## src/hdl/c2isa_pkg.sv

```systemverilog
// ----------------------------------------------------------------------------
// c2isa_pkg
// Shared types, widths and codes of the col2im scatter-accumulate block.
// ----------------------------------------------------------------------------
package c2isa_pkg;

  // Default store geometry
  localparam int unsigned MaxDim      = 32;
  localparam int unsigned MaxChannels = 16;

  // Field widths
  localparam int unsigned ValW   = 32;
  localparam int unsigned RAddrW = 14;
  localparam int unsigned KernW  = 4;
  localparam int unsigned ChW    = 4;
  localparam int unsigned GPosW  = 5;
  localparam int unsigned StatW  = 2;

  // Configuration register widths
  localparam int unsigned StrideW = 3;
  localparam int unsigned PadW    = 3;
  localparam int unsigned KsW     = 4;
  localparam int unsigned DimW    = 6;
  localparam int unsigned ChCfgW  = 5;
  localparam int unsigned CfgIdxW = 3;
  localparam int unsigned CfgW    = 6;

  // Internal widths: signed image position, row-major pixel index, entry index
  localparam int unsigned PosW = 10;
  localparam int unsigned LinW = 12;
  localparam int unsigned IdxW = 17;

  // Work queue between front and back
  localparam int unsigned QueueDepth = 4;
  localparam int unsigned QPtrW      = 2;

  // Item kinds
  localparam logic CMD_ACC  = 1'b0;
  localparam logic CMD_READ = 1'b1;

  typedef enum logic [CfgIdxW-1:0] {
    REG_STRIDE       = 3'd0,
    REG_PAD          = 3'd1,
    REG_KERNEL_SIZE  = 3'd2,
    REG_IMAGE_HEIGHT = 3'd3,
    REG_IMAGE_WIDTH  = 3'd4,
    REG_CHANNELS_IN  = 3'd5,
    REG_GRAD_HEIGHT  = 3'd6,
    REG_GRAD_WIDTH   = 3'd7
  } cfg_reg_e;

  typedef enum logic [StatW-1:0] {
    STAT_ADDED   = 2'd0,
    STAT_DROPPED = 2'd1,
    STAT_READ    = 2'd2
  } status_e;

  // Operation handed to the back end
  typedef enum logic [1:0] {
    OP_ADD      = 2'd0,
    OP_DROP     = 2'd1,
    OP_READ     = 2'd2,
    OP_READ_OOR = 2'd3
  } op_e;

  typedef enum logic [1:0] {
    BK_CLEAR = 2'd0,
    BK_IDLE  = 2'd1,
    BK_EXEC  = 2'd2
  } back_state_e;

  typedef struct packed {
    logic [StrideW-1:0] stride;
    logic [PadW-1:0]    pad;
    logic [KsW-1:0]     kernel_size;
    logic [DimW-1:0]    image_height;
    logic [DimW-1:0]    image_width;
    logic [ChCfgW-1:0]  channels_in;
    logic [DimW-1:0]    grad_height;
    logic [DimW-1:0]    grad_width;
  } cfg_t;

  localparam cfg_t CfgReset = '{
    stride:       3'd1,
    pad:          3'd0,
    kernel_size:  4'd3,
    image_height: 6'd32,
    image_width:  6'd32,
    channels_in:  5'd16,
    grad_height:  6'd32,
    grad_width:   6'd32
  };

  typedef struct packed {
    op_e                    op;
    logic [IdxW-1:0]        idx;
    logic signed [ValW-1:0] value;
  } q_entry_t;

endpackage

```

## src/hdl/c2isa_queue.sv

```systemverilog
// ----------------------------------------------------------------------------
// c2isa_queue
// Short FIFO of decoded operations between the front and the back end.
// ----------------------------------------------------------------------------
module c2isa_queue import c2isa_pkg::*; (
  input  logic     clk_i,
  input  logic     rst_ni,
  input  logic     push_i,
  input  q_entry_t push_entry_i,
  output logic     push_ready_o,
  input  logic     pop_i,
  output logic     head_valid_o,
  output q_entry_t head_o
);

  q_entry_t         slots_q [QueueDepth];
  logic [QPtrW-1:0] wr_ptr_q, rd_ptr_q;
  logic [QPtrW:0]   count_q;
  logic             do_push, do_pop;

  assign push_ready_o = (count_q != (QPtrW+1)'(QueueDepth));
  assign head_valid_o = (count_q != '0);
  assign head_o       = slots_q[rd_ptr_q];
  assign do_push      = push_i && push_ready_o;
  assign do_pop       = pop_i && head_valid_o;

  // Pointers and fill count
  always_ff @(posedge clk_i or negedge rst_ni) begin
    if (!rst_ni) begin
      wr_ptr_q <= '0;
      rd_ptr_q <= '0;
      count_q  <= '0;
    end else begin
      if (do_push) wr_ptr_q <= wr_ptr_q + 1'b1;
      if (do_pop)  rd_ptr_q <= rd_ptr_q + 1'b1;
      if (do_push && !do_pop)      count_q <= count_q + 1'b1;
      else if (!do_push && do_pop) count_q <= count_q - 1'b1;
    end
  end

  // Storage
  always_ff @(posedge clk_i) begin
    if (do_push) slots_q[wr_ptr_q] <= push_entry_i;
  end

endmodule

```

## config.mk

```make
export PLATFORM = sky130hd
export DESIGN_NAME = c2isa_queue
export DESIGN_NICKNAME = d
export VERILOG_FILES = /design/src/hdl/c2isa_pkg.sv /design/src/hdl/c2isa_queue.sv
export SDC_FILE = /design/constraint.sdc
export NUM_CORES = 1
export LEC_CHECK = 0
export ABC_AREA = 1
export BUFFER_PORTS_ARGS = -buffer_cell sky130_fd_sc_hd__buf_2
export CAP_MARGIN = 20
export CORE_ASPECT_RATIO = 0.9
export CORE_MARGIN = 4
export CORE_UTILIZATION = 45
export DETAILED_ROUTE_END_ITERATION = 10
export PLACE_DENSITY = 0.61
export SETUP_SLACK_MARGIN = 0.1
export SLEW_MARGIN = 0
export SYNTH_ARGS = -nofsm -noshare
export SYNTH_HDL_FRONTEND = slang
export SYNTH_SLANG_ARGS = --single-unit
```

## constraint.sdc

```tcl
create_clock -name clk_i -period 4.05 [get_ports clk_i]
set_clock_uncertainty 0.1 [all_clocks]
set_input_delay 0.81 -clock clk_i [delete_from_list [all_inputs] [get_ports clk_i]]
set_output_delay 0.81 -clock clk_i [all_outputs]
set_load 0.02 [all_outputs]
```

==> results.txt <==
----------------------------------------------------
[Status]
  Result of the run ... finished, final reports clean

[Clock tree]
  Maximum number of buffers from clock root to sink ... 3
  Count of H-tree levels built during CTS ... 1
  Skew-Pair Late Insertion Delay ... roughly 500 ps
  Number of gates given a new drive strength after cts ... 0
  Hold bufs inserted after CTS ... 0
  Root buf cell ... sky130_fd_sc_hd__clkbuf_16
  Clock Sink Count ... between 200 and 250
  Number of setup buffers added after CTS ... 0
  Clock buffers created by TritonCTS ... 23
  Clock edge transition at the registers on the reported setup and hold paths ... around 60 ps
  TritonCTS clock tree ... done

[Place]
  Minimum setup slack after placement ... 1350 ps
  Port-buffer cells ... 107
  RePlAce Congestion ... 0.728
  Estimated wirelength of the detail-placed design ... approximately 10 mm

[STA]
  Setup tns final ... 0 ps
  Final count of hold timing violations ... 0
  Post-layout minimum cycle time ... 3230 ps
  Max Fclk ... 309 MHz
  Tightest slew margin relative to the limit ... 0.280
  Final setup margin ... 815 ps
  Worst Hold Margin ... 36.4 ps
  Fin crit share ... 0.799
  Actual transition at the worst max-transition pin ... 1080 ps
  Final max-slew violation count ... 0
  Final count of negative-setup-slack endpoints ... 0
  Unrepaired setup endpoints after global routing ... no

[Routing]
  Post-route antenna net violation count ... 0
  Detailed-route wire length on metal 1 ... 7.33 mm
  Detail Route met3 WL ... between 1 and 1.5 mm
  Via count normalized by instance count ... approximately 5
  1st-pass router iterations ... 5
  Drt initial violations ... 274
  Highest routed metal layer ... met5
  Final routed DRC violation total ... 0
  Met2 WL post-DR ... 7.66 mm
  Total via count after detailed routing ... between 5000 and 6000
  Drt wl/cell ... approximately 16 um
  Detailed-route wire length ... approximately 17 mm

[Logic synthesis]
  Yosys warnings ... 0
  Mapped Nets ... just over 700
  Post-synthesis area per instance ... roughly 13 um^2
  Area leader, netlist ... sky130_fd_sc_hd__edfxtp_1
  Proportion of netlist area held by the largest area contributor ... 0.718
  Mapped cell area ... 0.00853 mm^2
  Cells after Synth ... 654
  Synth unique cells ... 18
  Sequential element share of the synthesized area ... 0.739
  Synthesis-stage register bit count ... 211
  Leading post-synthesis cells by cell area ... sky130_fd_sc_hd__edfxtp_1 72%, sky130_fd_sc_hd__o211ai_1 8.1%, sky130_fd_sc_hd__nand2_1 7.5%

[Cells and area]
  Post-layout net count ... 823
  Most frequent cells in the layout ... 204 x sky130_fd_sc_hd__edfxtp_1, 170 x sky130_fd_sc_hd__nand2_1, 115 x sky130_fd_sc_hd__inv_1
  Ratio of cells with drive above 1 in the final layout ... 0.210
  # fillers ... about 1500
  Area Overhead vs Synth ... 17.0%
  Number of diodes added for antenna fixing ... 0
  Most common library cell in the layout ignoring fill and taps ... sky130_fd_sc_hd__edfxtp_1
  Combined area of the multi-input logic cells ... between 0.0015 and 0.002 mm^2
  Register Area ... 0.00630 mm^2

[Job]
  Max capacitance violation total ... 0

[Setup path]
  Worst flop-to-flop path endpoint ... slots_q[2][6]
  Crit path capture type ... primary output
  WP data required ... approximately 3100 ps
  Worst setup slack for register-to-register paths ... 1640 ps
  R2R cell count ... 5
  Launch point of the worst reg-to-reg path ... count_q[0]
  Crit Path Max Fanout ... 90
  Data arrival time at the worst-slack endpoint ... between 2000 and 2500 ps
  Worst Path Class, Setup ... reg2out
  Category of the worst setup path launch point ... register

[GRT]
  Final global-route overflow total ... 0
  Antenna violations before repair ... 1
  Vias in the first global route ... 4991
  Wire length of the first global-routing pass ... 26.2 mm
  Global router's overall resource usage ... 0.154
  Largest net degree at the start of global routing ... 91

[Floorplanning]
  Std cell rows ... 47
  Core Region ... about 0.019 mm^2
  Area of the die ... 0.0212 mm^2
  Die Y-Extent ... about 140 um
  Boundary pin count ... 108
  Initial Utilization ... 0.460
  Die width ... 153 um

[Power and ir drop]
  IR drop worst, VDD ... just under 0.5 mV
  Pwr Density ... 759 mW/mm^2
  Leakage power ... 0.00406 uW

[Worst hold path]
  Class of the most critical hold timing path ... in2async

----------------------------------------------------
metal layers:
layer | vias to the layer above | track usage
li1 | 2491 | -
met1 | 2341 | 0.211
met2 | 137 | 0.250
met3 | 31 | 0.0349
met4 | 2 | 0.0398
met5 | - | 0
report_power, final:
part | switching, uW | internal (uW)
clock | 787 | 1040
combinational | 1950 | 804
sequential | 118 | 2880
cells in the mapped netlist (all sizes together):
cell type  instances
edfxtp           204
nand2            170
inv              118
o211ai           102
buf               26
clkbuf             7
dfrtp              7
nand3              7
ha                 5
nor2               4
fa                 1
nand4              1
o21ai              1
xnor2              1
worst max-delay path: stages, from the launching register on:
cell and delay, ps:
sky130_fd_sc_hd__dfrtp_1 440, sky130_fd_sc_hd__inv_6 420, sky130_fd_sc_hd__buf_12 380, sky130_fd_sc_hd__nand2_1 110, sky130_fd_sc_hd__o211ai_1 100, sky130_fd_sc_hd__nand2_1 120, sky130_fd_sc_hd__buf_2 180
sequential cells by signal, summed over array words and instances (netlist names):
name	cells
rd_ptr_q	2
wr_ptr_q	2
slots_q	204
count_q	3
worst max-delay path by stage:
stage	from	to	slack (ps)	cells past startpoint
after floorplan	push_i	slots_q[0][0]	380	2
after global placement	rd_ptr_q[1]	head_o[28]	1350	4
after detailed placement	push_i	slots_q[2][48]	1350	4
after CTS	rd_ptr_q[0]	head_o[43]	810	6
after global routing	rd_ptr_q[0]	head_o[41]	600	6
final	rd_ptr_q[0]	head_o[23]	820	6
final cells by class:
class                           instances  share of cell area
Clock buffer                           28              0.0596
Clock inverter                         13             0.00639
Inverter                              118              0.0449
Multi-Input combinational cell        292               0.164
Sequential cell                       211               0.632
Tap cell                              245              0.0307
Timing Repair Buffer                  116              0.0629
stage by stage:
stage          power [uW]  cell area (um^2)  instances  utilization
5_1_grt              8060              9980       1023        0.539
6_report             7570              9980       1023        0.539
3_3_place_gp         5770              9320        982        0.503
2_1_floorplan        4980              8530        654            -
3_5_place_dp         5840              9320        982        0.503
4_1_cts              7680              9980       1023        0.539
cells by family after synthesis:
family,share of synthesized area
buffers and inverters,0.0729
DFF,0.739
adders and majority gates,0.00968
xor gates and xnor gates,0.00103
AOI/OAI and AO/OA,0.0962
and+or+nand+nor,0.0814
Power figures use the tool's default switching activity.
