[src/hdl/c2isa_pkg.sv]
// ----------------------------------------------------------------------------
// c2isa_pkg
// Shared types, widths and codes of the col2im scatter-accumulate block.
// ----------------------------------------------------------------------------
package c2isa_pkg;

  // Default store geometry
  localparam int unsigned MaxDim      = 32;
  localparam int unsigned MaxChannels = 16;

  // Field widths
  localparam int unsigned ValW   = 32;
  localparam int unsigned RAddrW = 14;
  localparam int unsigned KernW  = 4;
  localparam int unsigned ChW    = 4;
  localparam int unsigned GPosW  = 5;
  localparam int unsigned StatW  = 2;

  // Configuration register widths
  localparam int unsigned StrideW = 3;
  localparam int unsigned PadW    = 3;
  localparam int unsigned KsW     = 4;
  localparam int unsigned DimW    = 6;
  localparam int unsigned ChCfgW  = 5;
  localparam int unsigned CfgIdxW = 3;
  localparam int unsigned CfgW    = 6;

  // Internal widths: signed image position, row-major pixel index, entry index
  localparam int unsigned PosW = 10;
  localparam int unsigned LinW = 12;
  localparam int unsigned IdxW = 17;

  // Work queue between front and back
  localparam int unsigned QueueDepth = 4;
  localparam int unsigned QPtrW      = 2;

  // Item kinds
  localparam logic CMD_ACC  = 1'b0;
  localparam logic CMD_READ = 1'b1;

  typedef enum logic [CfgIdxW-1:0] {
    REG_STRIDE       = 3'd0,
    REG_PAD          = 3'd1,
    REG_KERNEL_SIZE  = 3'd2,
    REG_IMAGE_HEIGHT = 3'd3,
    REG_IMAGE_WIDTH  = 3'd4,
    REG_CHANNELS_IN  = 3'd5,
    REG_GRAD_HEIGHT  = 3'd6,
    REG_GRAD_WIDTH   = 3'd7
  } cfg_reg_e;

  typedef enum logic [StatW-1:0] {
    STAT_ADDED   = 2'd0,
    STAT_DROPPED = 2'd1,
    STAT_READ    = 2'd2
  } status_e;

  // Operation handed to the back end
  typedef enum logic [1:0] {
    OP_ADD      = 2'd0,
    OP_DROP     = 2'd1,
    OP_READ     = 2'd2,
    OP_READ_OOR = 2'd3
  } op_e;

  typedef enum logic [1:0] {
    BK_CLEAR = 2'd0,
    BK_IDLE  = 2'd1,
    BK_EXEC  = 2'd2
  } back_state_e;

  typedef struct packed {
    logic [StrideW-1:0] stride;
    logic [PadW-1:0]    pad;
    logic [KsW-1:0]     kernel_size;
    logic [DimW-1:0]    image_height;
    logic [DimW-1:0]    image_width;
    logic [ChCfgW-1:0]  channels_in;
    logic [DimW-1:0]    grad_height;
    logic [DimW-1:0]    grad_width;
  } cfg_t;

  localparam cfg_t CfgReset = '{
    stride:       3'd1,
    pad:          3'd0,
    kernel_size:  4'd3,
    image_height: 6'd32,
    image_width:  6'd32,
    channels_in:  5'd16,
    grad_height:  6'd32,
    grad_width:   6'd32
  };

  typedef struct packed {
    op_e                    op;
    logic [IdxW-1:0]        idx;
    logic signed [ValW-1:0] value;
  } q_entry_t;

endpackage

[src/hdl/c2isa_if.sv]
// ----------------------------------------------------------------------------
// c2isa_if
// Valid/ready channels for command items in and result items out.
// ----------------------------------------------------------------------------
interface c2isa_in_if;
  logic              valid;
  logic              ready;
  logic              cmd;
  logic [3:0]        kernel_row;
  logic [3:0]        kernel_col;
  logic [3:0]        channel;
  logic [4:0]        out_row;
  logic [4:0]        out_col;
  logic signed [31:0] value;
  logic [13:0]       read_address;

  modport source (
    output valid, cmd, kernel_row, kernel_col, channel, out_row, out_col, value,
           read_address,
    input  ready
  );
  modport sink (
    input  valid, cmd, kernel_row, kernel_col, channel, out_row, out_col, value,
           read_address,
    output ready
  );
endinterface


[src/hdl/c2isa_front.sv]
// ----------------------------------------------------------------------------
// c2isa_front
// Accepts items, maps kernel/gradient offsets to a store entry and classifies
// each item as add, drop or read in two register stages.
// ----------------------------------------------------------------------------
module c2isa_front import c2isa_pkg::*; #(
  parameter int unsigned MAX_DIM      = MaxDim,
  parameter int unsigned MAX_CHANNELS = MaxChannels
) (
  input  logic         clk_i,
  input  logic         rst_ni,
  input  cfg_t         cfg_i,
  input  logic         hold_i,
  c2isa_in_if.sink     in_if,
  output logic         push_valid_o,
  output q_entry_t     push_entry_o,
  input  logic         push_ready_i
);

  localparam int unsigned StoreDepth = MAX_DIM * MAX_DIM * MAX_CHANNELS;

  typedef struct packed {
    logic                   cmd;
    logic                   ok;
    logic [PosW-1:0]        row;
    logic [PosW-1:0]        col;
    logic [ChW-1:0]         ch;
    logic signed [ValW-1:0] value;
    logic [RAddrW-1:0]      raddr;
  } s1_t;

  typedef struct packed {
    logic                   cmd;
    logic                   ok;
    logic [LinW-1:0]        lin;
    logic [ChW-1:0]         ch;
    logic signed [ValW-1:0] value;
    logic [RAddrW-1:0]      raddr;
  } s2_t;

  s1_t  s1_d, s1_q;
  s2_t  s2_d, s2_q;
  logic s1_v_q, s2_v_q;
  logic adv, accept;
  logic [7:0] rprod, cprod;
  logic in_img;
  logic [IdxW-1:0] idx;
  logic idx_ok, raddr_ok;

  // Whole pipeline moves when the last stage is empty or drains into the queue
  assign adv         = !s2_v_q || push_ready_i;
  assign in_if.ready = adv && !hold_i;
  assign accept      = in_if.valid && in_if.ready;

  // Stage 1: offset checks and image row/column (two's complement, wraps)
  always_comb begin
    rprod = 8'(in_if.out_row * cfg_i.stride);
    cprod = 8'(in_if.out_col * cfg_i.stride);
    s1_d.cmd   = in_if.cmd;
    s1_d.ok    = (in_if.kernel_row < cfg_i.kernel_size) &&
                 (in_if.kernel_col < cfg_i.kernel_size) &&
                 (ChCfgW'(in_if.channel) < cfg_i.channels_in) &&
                 (DimW'(in_if.out_row) < cfg_i.grad_height) &&
                 (DimW'(in_if.out_col) < cfg_i.grad_width);
    s1_d.row   = PosW'(in_if.kernel_row) + PosW'(rprod) - PosW'(cfg_i.pad);
    s1_d.col   = PosW'(in_if.kernel_col) + PosW'(cprod) - PosW'(cfg_i.pad);
    s1_d.ch    = in_if.channel;
    s1_d.value = in_if.value;
    s1_d.raddr = in_if.read_address;
  end

  // Stage 2: image bounds and row-major pixel index
  always_comb begin
    in_img = !s1_q.row[PosW-1] && !s1_q.col[PosW-1] &&
             (s1_q.row < PosW'(cfg_i.image_height)) &&
             (s1_q.col < PosW'(cfg_i.image_width));
    s2_d.cmd   = s1_q.cmd;
    s2_d.ok    = s1_q.ok && in_img;
    s2_d.lin   = LinW'(s1_q.row[DimW-1:0]) * LinW'(cfg_i.image_width) +
                 LinW'(s1_q.col[DimW-1:0]);
    s2_d.ch    = s1_q.ch;
    s2_d.value = s1_q.value;
    s2_d.raddr = s1_q.raddr;
  end

  // Stage 3: channel interleave and classification into the queue
  always_comb begin
    idx      = IdxW'(s2_q.lin) * IdxW'(cfg_i.channels_in) + IdxW'(s2_q.ch);
    idx_ok   = 32'(idx) < 32'(StoreDepth);
    raddr_ok = 32'(s2_q.raddr) < 32'(StoreDepth);
    push_entry_o.value = s2_q.value;
    if (s2_q.cmd == CMD_READ) begin
      push_entry_o.op  = raddr_ok ? OP_READ : OP_READ_OOR;
      push_entry_o.idx = IdxW'(s2_q.raddr);
    end else begin
      push_entry_o.op  = (s2_q.ok && idx_ok) ? OP_ADD : OP_DROP;
      push_entry_o.idx = idx;
    end
  end

  assign push_valid_o = s2_v_q;

  // Stage valid flags
  always_ff @(posedge clk_i or negedge rst_ni) begin
    if (!rst_ni) begin
      s1_v_q <= 1'b0;
      s2_v_q <= 1'b0;
    end else if (adv) begin
      s1_v_q <= accept;
      s2_v_q <= s1_v_q;
    end
  end

  // Stage payloads
  always_ff @(posedge clk_i) begin
    if (adv) begin
      s1_q <= s1_d;
      s2_q <= s2_d;
    end
  end

endmodule

[src/flat_wrapper.sv]
// flat-port wrapper written by rule: the top's interface ports become plain ports
module c2isa_front_flat import c2isa_pkg::*;
#(
  parameter int unsigned MAX_DIM      = MaxDim,
  parameter int unsigned MAX_CHANNELS = MaxChannels
)
  (clk_i, rst_ni, cfg_i, hold_i, push_valid_o, push_entry_o, push_ready_i, in_if_valid, in_if_cmd, in_if_kernel_row, in_if_kernel_col, in_if_channel, in_if_out_row, in_if_out_col, in_if_value, in_if_read_address, in_if_ready);
  c2isa_in_if in_if_i ();
  input  logic clk_i;
  input  logic rst_ni;
  input  cfg_t cfg_i;
  input  logic hold_i;
  output logic push_valid_o;
  output q_entry_t push_entry_o;
  input  logic push_ready_i;
  input wire logic [$bits(in_if_i.valid)-1:0] in_if_valid;
  input wire logic [$bits(in_if_i.cmd)-1:0] in_if_cmd;
  input wire logic [$bits(in_if_i.kernel_row)-1:0] in_if_kernel_row;
  input wire logic [$bits(in_if_i.kernel_col)-1:0] in_if_kernel_col;
  input wire logic [$bits(in_if_i.channel)-1:0] in_if_channel;
  input wire logic [$bits(in_if_i.out_row)-1:0] in_if_out_row;
  input wire logic [$bits(in_if_i.out_col)-1:0] in_if_out_col;
  input wire logic [$bits(in_if_i.value)-1:0] in_if_value;
  input wire logic [$bits(in_if_i.read_address)-1:0] in_if_read_address;
  output wire logic [$bits(in_if_i.ready)-1:0] in_if_ready;
  assign in_if_i.valid = in_if_valid;
  assign in_if_i.cmd = in_if_cmd;
  assign in_if_i.kernel_row = in_if_kernel_row;
  assign in_if_i.kernel_col = in_if_kernel_col;
  assign in_if_i.channel = in_if_channel;
  assign in_if_i.out_row = in_if_out_row;
  assign in_if_i.out_col = in_if_out_col;
  assign in_if_i.value = in_if_value;
  assign in_if_i.read_address = in_if_read_address;
  assign in_if_ready = in_if_i.ready;
  c2isa_front #(.MAX_DIM(MAX_DIM), .MAX_CHANNELS(MAX_CHANNELS)) u_core (.clk_i(clk_i), .rst_ni(rst_ni), .cfg_i(cfg_i), .hold_i(hold_i), .in_if(in_if_i), .push_valid_o(push_valid_o), .push_entry_o(push_entry_o), .push_ready_i(push_ready_i));
endmodule
[config.mk]
export PLATFORM = sky130hd
export DESIGN_NAME = c2isa_front_flat
export DESIGN_NICKNAME = d
export VERILOG_FILES = /design/src/hdl/c2isa_pkg.sv /design/src/hdl/c2isa_if.sv /design/src/hdl/c2isa_front.sv /design/src/flat_wrapper.sv
export SDC_FILE = /design/constraint.sdc
export NUM_CORES = 1
export LEC_CHECK = 0
export BUFFER_PORTS_ARGS = -buffer_cell sky130_fd_sc_hd__buf_4
export CAP_MARGIN = 20
export CORE_ASPECT_RATIO = 1.25
export CORE_MARGIN = 2
export CORE_UTILIZATION = 43
export CTS_BUF_LIST = sky130_fd_sc_hd__clkbuf_4 sky130_fd_sc_hd__clkbuf_8 sky130_fd_sc_hd__clkbuf_16
export CTS_CLUSTER_SIZE = 24
export DETAILED_ROUTE_END_ITERATION = 6
export SLEW_MARGIN = 20
export SYNTH_ARGS = -nofsm -noshare
export SYNTH_HDL_FRONTEND = slang
export SYNTH_SLANG_ARGS = --single-unit
[constraint.sdc]
create_clock -name clk_i -period 6.1 [get_ports clk_i]
set_clock_uncertainty 0.05 [all_clocks]
set_input_delay 0.305 -clock clk_i [delete_from_list [all_inputs] [get_ports clk_i]]
set_output_delay 0.305 -clock clk_i [all_outputs]
set_load 0.005 [all_outputs]
==> impl_metrics.env, run 1 <==
export IMPL_status="completed"
export IMPL_placed_cells=1389
export IMPL_hold_class="primary input to flop"
export IMPL_r2r_setup_slack_ns=1.74
export IMPL_path_cells="and2_1 -> fa_1 -> fa_1 -> inv_1 -> fa_1 -> inv_1 -> ha_1 -> and3_2 -> a221o_1 -> o311a_1 -> a211oi_2 -> xor2_1 -> o211ai_1 -> buf_4"
export IMPL_hold_viol=0
export IMPL_synth_cell_types=53
export IMPL_power_frac_clock=0.153
export IMPL_p_seq_frac=0.216
export IMPL_slowest_delay_ns=0.56
export IMPL_p_per_area_nw_per_um2=537
export IMPL_cts_resized=0
export IMPL_final_nets=1419
export IMPL_grt_pass1_vias=6984
export IMPL_syn_num_nets=1247
export IMPL_post_route_min_period_ns=5.08
export IMPL_p_switching_mw=2.87
export IMPL_layout_drive_gt1_share=0.187
export IMPL_clk_latency_ns=0.42
export IMPL_p_int_mw=3.93
export IMPL_yosysSeqAreaShare=0.399
export IMPL_clk_pin_slew_ns=0.06
export IMPL_cts_root_buffer="clkbuf_16"
export IMPL_dpl_cell_area_sq_um=11700
export IMPL_via_per_inst=4.80
export IMPL_die_area_sq_um=25400
export IMPL_fin_setup_tns_ns=0
export IMPL_final_area_sq_um=12700
export IMPL_netlist_area_sq_um=10400
export IMPL_multiInputGateArea_sq_um=5370
export IMPL_fill_cells=2182
export IMPL_ys_ff_latch=138
export IMPL_rsz0062_at_grt="false"
export IMPL_die_w_um=143
export IMPL_syn_to_final_growth_pct=22.1
export IMPL_drc=0
export IMPL_die_y_um=178
export IMPL_antenna_left=0
export IMPL_tritoncts="built"
export IMPL_synth_avg_cell_area_sq_um=11.0
export IMPL_drtIter0Drc=260
export IMPL_antenna_cells=0
export IMPL_cap_violations=0
export IMPL_clk_path_buf_depth=2
export IMPL_postSynthCellCount=944
export IMPL_seqCellArea_sq_um=4130
export IMPL_synth_top_area_share=0.394
export IMPL_cts_sinks=138
export IMPL_required_ns=5.74
export IMPL_grt_max_degree=72
export IMPL_ir_drop_mv=0.299
export IMPL_fin_cells=1454
export IMPL_p_sw_frac=0.422
export IMPL_core_sq_um=23700
export IMPL_ios=166
export IMPL_max_freq_mhz=197
export IMPL_ys_warn_count=0
export IMPL_crit_path_frequent_cell="fa_1"
export IMPL_cts_inserted_buffers=17
export IMPL_worst_slew_pin_slew_ns=0.885
export IMPL_synth_ff_type="edfxtp_1"
export IMPL_wl_per_cell_um=13.7
export IMPL_async_flop_share=0.0145
export IMPL_slew_violations=0
export IMPL_initial_core_util=0.437
export IMPL_hpwl_mm=16.2
export IMPL_grt_pass1_wl_mm=32.3
export IMPL_track_usage=0.161
export IMPL_cp_max_fo=7
export IMPL_crit_arrival_ns=4.72
export IMPL_setup_viol=0
export IMPL_end_kind="output port"
export IMPL_startpoint_type="flop"
export IMPL_vias=6982
export IMPL_synth_area_leader_cell="edfxtp_1"
export IMPL_cpMaxStageDelayCell="fa_1"
export IMPL_num_rows=63
export IMPL_antenna_found_initial=0
export IMPL_p_leak_nw=6.03
export IMPL_postCtsSetupBuffers=0
export IMPL_path_class="flop to output port"
export IMPL_drtPass1Iterations=4
export IMPL_finalPower_mw=6.79
export IMPL_pwr_share_comb=0.632
export IMPL_synth_top_cells_by_area="edfxtp_1 39%, ha_1 15%, fa_1 13%"
export IMPL_wl_mm=19.9
export IMPL_period_share=0.832
export IMPL_port_buffers=165
export IMPL_routabilityCongestion=0.857
export IMPL_slew_headroom=0.409
export IMPL_cts_hold_buf=17
export IMPL_finalHoldWorstSlack_ns=0.0178
export IMPL_grt_remaining_overflow=0
export IMPL_h_tree_depth=4
export IMPL_synth_edf_count=136
[critical path, delay by kind of cell, from the launching register on]
family	cells	cell delay [ns]
AOI/OAI and AO/OA	4	1.04
xor gates and xnor gates	1	0.21
adders and majority gates	4	1.93
buffers and inverters	3	0.25
DFF	1	0.42
and+or+nand+nor	2	0.46
[registers in the layout, indices dropped and copies added (netlist names)]
register             count
u_core.push_valid_o      1
u_core.s2_q             32
u_core.s1_q             72
u_core.s1_v_q            1
u_core.push_entry_o     32
[cells in the final DEF, fill, tap and decap left out, types with 3 or more instances in the layout]
cell,n
a211o_1,3
a211oi_1,6
a21o_1,20
a21oi_1,28
a311oi_1,3
and2_1,80
and3_1,5
buf_4,167
clkbuf_16,17
clkinvlp_4,4
dlygate4sd3_1,33
edfxtp_1,136
fa_1,68
ha_1,122
inv_1,153
inv_6,4
mux2_2,4
nand2_1,79
nand2b_1,10
nand3_1,6
nor2_1,28
nor2b_1,11
nor3_1,11
nor4_1,7
o211ai_1,3
o21a_1,8
o21ai_0,31
o311ai_0,3
o31ai_1,5
or3_1,3
or4_1,4
xnor2_1,21
xor2_1,11
[power groups by stage]
stage	sequential [mW]	clock [mW]	combinational (mW)
3_3_place_gp	1.48	0	4.27
3_5_place_dp	1.49	0	4.36
5_1_grt	1.49	1.10	4.93
4_1_cts	1.47	1.07	4.37
2_1_floorplan	1.45	0	3.24
6_report	1.46	1.04	4.29
[metal layers]
| metal | vias to the layer above | share of wire | global-route usage |
|---|---|---|---|
| met2 | 133 | 0.56 | 0.311 |
| met1 | 3320 | 0.39 | 0.174 |
| met4 | 0 | 0.021 | 0.0582 |
| met5 | - | 0 | 0 |
| li1 | 3503 | - | - |
| met3 | 26 | 0.033 | 0.0297 |
[synthesized netlist by cell type (2+ instances only)]
master     number
nor2_1         28
nand2_1        79
and3_1          5
o21bai_1        2
nand3_1         6
and2_1         80
o2111ai_1       2
or4_1           4
a21oi_1        28
dfrtp_1         2
fa_1           68
inv_1         153
xor2_1         11
a311oi_1        3
nand2b_1       11
a211oi_1        6
o31ai_1         5
clkbuf_1       14
a21o_1         20
nor4_1          7
xnor2_1        21
nor2b_1        11
o311ai_0        3
or3_1           3
mux2_2          4
ha_1          122
o21a_1          8
o21ai_0        31
o211ai_1        3
or2_2           2
buf_4          33
a211o_1         3
edfxtp_1      136
nor3_1         11
[kinds of logic (layout without fill, tap and decap cells)]
group,Yosys count,count (layout),share of synthesized area
flops,138,138,0.399
mux,4,4,0.00434
fa+ha+maj,190,190,0.279
xor+xnor,32,32,0.0270
simple gates,253,253,0.126
compound gates,127,127,0.0807
buf+inv,200,385,0.0844
[path summary, 6_finish.rpt]
kind,from,end,cells after the start
worst max-delay path,u_core.s2_q[55]$_DFFE_PN_,push_entry_o[49],14
worst min-delay path,in_if_value[10],u_core.s1_q[24]$_DFFE_PN_,1
worst max register to register,u_core.s1_q[63]$_DFFE_PN_,u_core.s2_q[60]$_DFFE_PN_,13
worst min register to register,u_core.s1_q[32]$_DFFE_PN_,u_core.push_entry_o[18]$_DFFE_PN_,0
max in group asynchronous,rst_ni,u_core.push_valid_o$_DFFE_PN0N_,2
min in group asynchronous,rst_ni,u_core.s1_v_q$_DFFE_PN0N_,2
[layout make-up]
| cell class | instances | share of cell area |
|---|---|---|
| multi-input cells | 606 | 0.424 |
| flip-flops and latches | 138 | 0.327 |
| repair buffers | 200 | 0.125 |
| inverters | 153 | 0.0454 |
| clock buffers | 18 | 0.0342 |
| well taps | 325 | 0.0321 |
| clock inverters | 14 | 0.0127 |
[stage by stage]
stage	util	setup WS, ns
final	0.534	1.02
after global routing	0.534	0.717
after CTS	0.527	0.996
after detailed placement	0.495	1.38
after global placement	0.495	1.44
after floorplan	-	1.73
No activity file was read; power rests on OpenSTA's default activity.
==> run 2: changes to the inputs <==
--- a/config.mk
+++ b/config.mk
@@ -5,6 +5,7 @@
 export SDC_FILE = /design/constraint.sdc
 export NUM_CORES = 1
 export LEC_CHECK = 0
+export ABC_AREA = 1
 export BUFFER_PORTS_ARGS = -buffer_cell sky130_fd_sc_hd__buf_4
 export CAP_MARGIN = 20
 export CORE_ASPECT_RATIO = 1.25
@@ -13,6 +14,7 @@
 export CTS_BUF_LIST = sky130_fd_sc_hd__clkbuf_4 sky130_fd_sc_hd__clkbuf_8 sky130_fd_sc_hd__clkbuf_16
 export CTS_CLUSTER_SIZE = 24
 export DETAILED_ROUTE_END_ITERATION = 6
+export PLACE_DENSITY = 0.66
 export SLEW_MARGIN = 20
 export SYNTH_ARGS = -nofsm -noshare
 export SYNTH_HDL_FRONTEND = slang
==> constraint.sdc (replaced) <==
create_clock -name clk_i -period 4.1 [get_ports clk_i]
set_clock_uncertainty 0.05 [all_clocks]
set_input_delay 0.205 -clock clk_i [delete_from_list [all_inputs] [get_ports clk_i]]
set_output_delay 0.205 -clock clk_i [all_outputs]
set_load 0.005 [all_outputs]
==> run 2 against run 1 <==
Against the previous run:
- the flow now finishes with violations (setup timing)
- sequential share of layout area shrank 2.8 points
- power grew 88%
- cell count grew 19%
- clock power is 47% higher
- count of clock-buffer cells in the layout did not move
- utilization grew 3.3 points
- critical path type unchanged
==> impl_metrics.env, run 2 <==
export IMPL_antenna_left=0
export IMPL_critPathLaunch="u_core.s2_q[53]$_DFFE_PN_"
export IMPL_r2r_setup_slack_ns=0.12
export IMPL_final_area_sq_um=13800
export IMPL_num_rows=64
export IMPL_startpoint_type="flop"
export IMPL_die_y_um=180
export IMPL_layout_commonest_cell="inv_1"
export IMPL_rr_startpoint="u_core.s1_q[64]$_DFFE_PN_"
export IMPL_core_sq_um=24400
export IMPL_antenna_found_initial=1
export IMPL_use_met3=0.0343
export IMPL_synth_top_cells_by_area="edfxtp_1 38%, ha_1 14%, fa_1 13%"
export IMPL_slew_violations=0
export IMPL_clk_path_buf_depth=2
export IMPL_violations="setup timing"
export IMPL_post_route_min_period_ns=4.14
export IMPL_grt_busiest_layer="met2"
export IMPL_regMostFlops="u_core.s1_q"
export IMPL_period_share=1.01
export IMPL_r2r_end="u_core.s2_q[58]$_DFFE_PN_"
export IMPL_synth_edf_count=136
export IMPL_drtIter0Drc=246
export IMPL_ys_warn_count=0
export IMPL_p_leak_nw=7.30
export IMPL_synth_avg_cell_area_sq_um=9.21
export IMPL_async_flop_share=0.0145
export IMPL_place_ws_ns=0.0188
export IMPL_grt_remaining_overflow=0
export IMPL_hold_viol=0
export IMPL_rsz0062_at_grt="true"
export IMPL_routabilityCongestion=0.858
export IMPL_grt_pass1_vias=8260
export IMPL_via_per_inst=4.68
export IMPL_die_area_sq_um=26100
export IMPL_die_w_um=145
export IMPL_crit_arrival_ns=3.88
export IMPL_synth_top_area_share=0.383
export IMPL_port_buffers=165
export IMPL_placed_cells=1616
export IMPL_cts_sinks=138
export IMPL_hold_path_startpoint="hold_i"
export IMPL_drtPass1Iterations=4
export IMPL_worst_slew_pin_slew_ns=0.712
export IMPL_max_freq_mhz=242
export IMPL_fin_setup_tns_ns=-0.135
export IMPL_cts_inserted_buffers=17
export IMPL_hold_end="u_core.s1_v_q$_DFFE_PN0N_"
export IMPL_drc=0
export IMPL_layout_drive_gt1_share=0.231
export IMPL_end_kind="output port"
export IMPL_clk_latency_ns=0.41
export IMPL_clk_pin_slew_ns=0.06
export IMPL_hpwl_mm=17.7
export IMPL_syn_num_nets=1462
export IMPL_most_common_layout_cells="269 x inv_1, 264 x nand2_1, 191 x buf_4"
export IMPL_wl_per_cell_um=13.4
export IMPL_postSynthCellCount=1159
export IMPL_hold_depth=4
export IMPL_synth_cell_types=32
export IMPL_final_nets=1690
export IMPL_netlist_area_sq_um=10700
export IMPL_use_met2=0.346
export IMPL_largest_reg_flops=72
export IMPL_initial_core_util=0.437
export IMPL_synth_top_cells_by_count="289 x nand2_1, 287 x inv_1, 136 x edfxtp_1, 122 x ha_1, 68 x fa_1"
export IMPL_cts_root_buffer="clkbuf_16"
export IMPL_fill_cells=2111
export IMPL_setup_ws_ns=-0.0389
export IMPL_multiInputGateArea_sq_um=5540
export IMPL_hold_class="primary input to flop"
export IMPL_ir_drop_mv=0.588
export IMPL_tritoncts="built"
export IMPL_ios=166
export IMPL_p_per_area_nw_per_um2=925
export IMPL_track_usage=0.180
export IMPL_fin_cells=1731
export IMPL_required_ns=3.85
export IMPL_cap_violations=0
export IMPL_grt_max_degree=83
export IMPL_final_core_util=0.566
export IMPL_ff2ff_path_depth=14
export IMPL_cp_max_fo=5
export IMPL_path_class="flop to output port"
export IMPL_yosysSeqAreaShare=0.387
export IMPL_seqCellArea_sq_um=4130
export IMPL_ys_ff_latch=138
export IMPL_vias=8100
export IMPL_synth_area_leader_cell="edfxtp_1"
export IMPL_status="complete, but fails checks"
export IMPL_wl_mm=23.3
export IMPL_synth_ff_type="edfxtp_1"
export IMPL_slew_headroom=0.525
export IMPL_grt_pass1_wl_mm=37.4
export IMPL_dpl_cell_area_sq_um=12100
export IMPL_syn_to_final_growth_pct=29.7
export IMPL_yosysMostFrequentCell="nand2_1"
export IMPL_h_tree_depth=4
export IMPL_setup_viol=5
export IMPL_grt_util_met1=0.189
run 2: changes by cell type after synthesis, moves of 15 or more:
cell / previous run / this run
a21oi_1: 28 / 44
xnor2_1: 21 / 6
nand3_1: 6 / 43
and2_1: 80 / 2
inv_1: 153 / 287
nand2_1: 79 / 289
a21o_1: 20 / 0
run 2: layout make-up:
type	count	area share
Clock buffer	18	0.0313
Multi-Input combinational cell	690	0.400
Inverter	287	0.0780
Sequential cell	138	0.299
Tap cell	330	0.0298
Antenna cell	1	0.000181
Timing Repair Buffer	253	0.150
Clock inverter	14	0.0117
run 2: how the worst max path moves through the flow:
stage,end,slack (ns),depth (start not counted)
4_1_cts,push_entry_o[41],0.004,17
6_report,push_entry_o[44],-0.04,19
3_3_place_gp,u_core.s2_q[59]$_DFFE_PN_,0.13,14
5_1_grt,push_entry_o[44],-0.26,19
2_1_floorplan,u_core.s2_q[58]$_DFFE_PN_,0.16,14
3_5_place_dp,u_core.s2_q[59]$_DFFE_PN_,0.02,14
run 2: where the power goes:
group | internal, mW | switching (mW)
clock | 0.918 | 0.616
sequential | 2.00 | 0.156
combinational | 4.19 | 4.92
run 2: logic make-up after synthesis:
family          synth area share
flops                      0.387
compound gates            0.0356
buf+inv                    0.128
xor+xnor                  0.0181
fa+ha+maj                  0.271
simple gates               0.160
run 2: worst max-delay path: stages (launching register included):
cell and delay [ns]:
edfxtp_1 0.44, buf_4 0.17, nand2_1 0.05, inv_1 0.04
fa_1 0.45, fa_1 0.52, inv_2 0.04, fa_1 0.50
inv_2 0.05, ha_4 0.24, nand2_2 0.08, nand2_1 0.06
a21oi_2 0.14, nand2_2 0.11, nand2_2 0.08, nand2_2 0.05
or2_4 0.22, nand3_2 0.06, nand2_2 0.06, buf_6 0.11
run 2: repair_timing:
action / CTS / global route
resized for setup: 41 / 61
setup buffers: 18 / 11
pin swaps: 51 / 49
endpoints found under the hold margin: 54 / 0
hold buffers: 53 / 0
setup endpoints to repair: 12 / 18
run 2: layer usage:
layer	share of wire	up-vias	wire length, um
li1	-	4063	-
met1	0.37	3820	8660
met2	0.56	172	13000
met3	0.038	45	881
met4	0.031	0	718
met5	0	-	0
run 2: per-stage QoR:
stage                     total power, mW  hold slack (ns)
after floorplan                      7.04           -0.141
after global placement               8.74          -0.0618
after detailed placement             8.88          -0.0595
after CTS                            11.6           0.0148
after global routing                 14.0           0.0574
final                                12.8           0.0475
==> run 3: changes to the inputs <==
--- a/config.mk
+++ b/config.mk
@@ -5,7 +5,6 @@
 export SDC_FILE = /design/constraint.sdc
 export NUM_CORES = 1
 export LEC_CHECK = 0
-export ABC_AREA = 1
 export BUFFER_PORTS_ARGS = -buffer_cell sky130_fd_sc_hd__buf_4
 export CAP_MARGIN = 20
 export CORE_ASPECT_RATIO = 1.25
@@ -14,6 +13,7 @@
 export CTS_BUF_LIST = sky130_fd_sc_hd__clkbuf_4 sky130_fd_sc_hd__clkbuf_8 sky130_fd_sc_hd__clkbuf_16
 export CTS_CLUSTER_SIZE = 24
 export DETAILED_ROUTE_END_ITERATION = 6
+export GPL_TIMING_DRIVEN = 0
 export PLACE_DENSITY = 0.66
 export SLEW_MARGIN = 20
 export SYNTH_ARGS = -nofsm -noshare
==> run 3 against run 2 <==
Against the previous run:
- the flow still finishes with violations (setup timing)
- wire length down 6.7%
- register-to-register slack worse by 0.15 ns
- first-iteration DRC count down 2.0%
- die area down 2.8%
- sequential cell count unchanged
- via count down 6.9%
- combinational power up 2.5%
- maximum frequency down 12%
- critical path depth down 5
- hold slack worse by 0.011 ns
- setup slack worse by 0.55 ns
==> impl_metrics.env, run 3 (synthesized netlist as in run 1, its figures left out) <==
export IMPL_pwr_share_comb=0.714
export IMPL_cts_root_buffer="clkbuf_16"
export IMPL_slowest_delay_ns=0.52
export IMPL_p_sw_frac=0.414
export IMPL_path_cells="and2_4 -> fa_1 -> fa_1 -> inv_1 -> fa_1 -> inv_1 -> ha_4 -> and3_4 -> a221o_1 -> o311a_1 -> a211oi_2 -> xor2_1 -> o211ai_1 -> buf_4"
export IMPL_grt_pass1_wl_mm=35.3
export IMPL_drc=0
export IMPL_critPathLaunch="u_core.s2_q[58]$_DFFE_PN_"
export IMPL_max_freq_mhz=213
export IMPL_grt_util_met1=0.193
export IMPL_startpoint_type="flop"
export IMPL_drtPass1Iterations=4
export IMPL_p_switching_mw=5.41
export IMPL_cap_violations=0
export IMPL_die_area_sq_um=25400
export IMPL_required_ns=3.85
export IMPL_r2r_setup_slack_ns=-0.03
export IMPL_post_route_min_period_ns=4.68
export IMPL_use_met2=0.335
export IMPL_wl_mm=21.7
export IMPL_crit_path_frequent_cell="fa_1"
export IMPL_cts_sinks=138
export IMPL_core_sq_um=23700
export IMPL_slew_headroom=0.543
export IMPL_fin_cells=1560
export IMPL_hpwl_mm=16.5
export IMPL_final_nets=1525
export IMPL_p_per_area_nw_per_um2=939
export IMPL_end_kind="output port"
export IMPL_period_share=1.14
export IMPL_regMostFlops="u_core.s1_q"
export IMPL_p_leak_nw=6.56
export IMPL_track_usage=0.177
export IMPL_antenna_found_initial=0
export IMPL_hold_viol=0
export IMPL_clk_pin_slew_ns=0.06
export IMPL_wl_per_cell_um=13.9
export IMPL_port_buffers=162
export IMPL_hold_class="primary input to flop"
export IMPL_ios=166
export IMPL_die_y_um=178
export IMPL_violations="setup timing"
export IMPL_setup_ws_ns=-0.585
export IMPL_vias=7538
export IMPL_clk_latency_ns=0.41
export IMPL_grt_remaining_overflow=0
export IMPL_hold_path_startpoint="hold_i"
export IMPL_routabilityCongestion=0.858
export IMPL_rsz0062_at_grt="true"
export IMPL_layout_commonest_cell="buf_4"
export IMPL_tritoncts="built"
export IMPL_clk_path_buf_depth=2
export IMPL_h_tree_depth=4
export IMPL_path_class="flop to output port"
export IMPL_cp_max_fo=5
export IMPL_drtIter0Drc=241
export IMPL_crit_arrival_ns=4.43
export IMPL_layout_drive_gt1_share=0.287
export IMPL_via_per_inst=4.83
export IMPL_worst_slew_pin_slew_ns=0.685
export IMPL_die_w_um=143
export IMPL_use_met3=0.0275
export IMPL_rr_startpoint="u_core.s1_q[63]$_DFFE_PN_"
export IMPL_initial_core_util=0.437
export IMPL_syn_to_final_growth_pct=34.2
export IMPL_power_frac_clock=0.121
export IMPL_antenna_cells=0
export IMPL_slew_violations=0
export IMPL_status="complete, but fails checks"
export IMPL_final_core_util=0.586
export IMPL_fin_setup_tns_ns=-3.46
export IMPL_grt_pass1_vias=7725
export IMPL_ir_drop_mv=0.596
export IMPL_largest_reg_flops=72
export IMPL_p_seq_frac=0.165
export IMPL_most_common_layout_cells="237 x buf_4, 144 x inv_1, 136 x edfxtp_1"
export IMPL_cts_inserted_buffers=17
export IMPL_grt_busiest_layer="met2"
export IMPL_antenna_left=0
export IMPL_cpMaxStageDelayCell="fa_1"
export IMPL_p_int_mw=7.66
export IMPL_num_rows=63
export IMPL_grt_max_degree=56
export IMPL_placed_cells=1433
export IMPL_setup_viol=13
run 3: final timing paths:
kind | to | cells after the start
min in group asynchronous | u_core.s1_v_q$_DFFE_PN0N_ | 2
hold / removal | u_core.s1_v_q$_DFFE_PN0N_ | 3
hold reg to reg | u_core.push_entry_o[27]$_DFFE_PN_ | 0
max in group asynchronous | u_core.push_valid_o$_DFFE_PN0N_ | 2
setup / recovery | push_entry_o[49] | 14
setup reg to reg | u_core.s2_q[60]$_DFFE_PN_ | 13
run 3: power groups by stage:
stage / clock [mW] / combinational (mW) / sequential, mW
floorplan: 0 / 4.98 / 2.14
global placement: 0 / 6.57 / 2.23
detailed placement: 0 / 6.72 / 2.22
CTS: 1.62 / 8.57 / 2.15
global route: 1.69 / 10.3 / 2.18
finish: 1.59 / 9.33 / 2.15
run 3: area by class of cell:
class                   count  area, sq um
plain buffers              45          293
clock buffers              18          433
clock inverters            14          178
fillers                  1965         9820
inverters                 153          574
multi-input cells         606         5760
flip-flops and latches    138         4130
well taps                 325          407
repair buffers            261         2130
run 3: per-layer routing:
layer,vias up,share of wire
met4,0,0.035
met2,177,0.54
li1,3721,-
met1,3586,0.39
met3,54,0.035
met5,-,0
run 3: what timing repair did:
item	CTS	global route
setup buffers	38	7
hold buffers	53	0
resized for setup	61	24
endpoints found under the hold margin	54	0
setup endpoints to repair	15	17
pin swaps	51	23
run 3: critical path, delay by kind of cell (launching register included):
kind | cells | cell delay [ns]
buf+inv | 3 | 0.26
fa+ha+maj | 4 | 1.73
xor+xnor | 1 | 0.26
simple gates | 2 | 0.35
flops | 1 | 0.45
compound gates | 4 | 0.97
run 3: stage by stage:
| stage | setup WS [ns] | power (mW) | instance area (sq um) | hold WS, ns |
|---|---|---|---|---|
| detailed placement | -0.726 | 8.94 | 12100 | -0.0613 |
| global placement | -0.660 | 8.80 | 12000 | -0.0619 |
| finish | -0.585 | 13.1 | 13900 | 0.0362 |
| global route | -0.787 | 14.2 | 13900 | 0.0139 |
| CTS | -0.626 | 12.3 | 13800 | 0.0135 |
| floorplan | -0.0305 | 7.12 | 10400 | -0.141 |
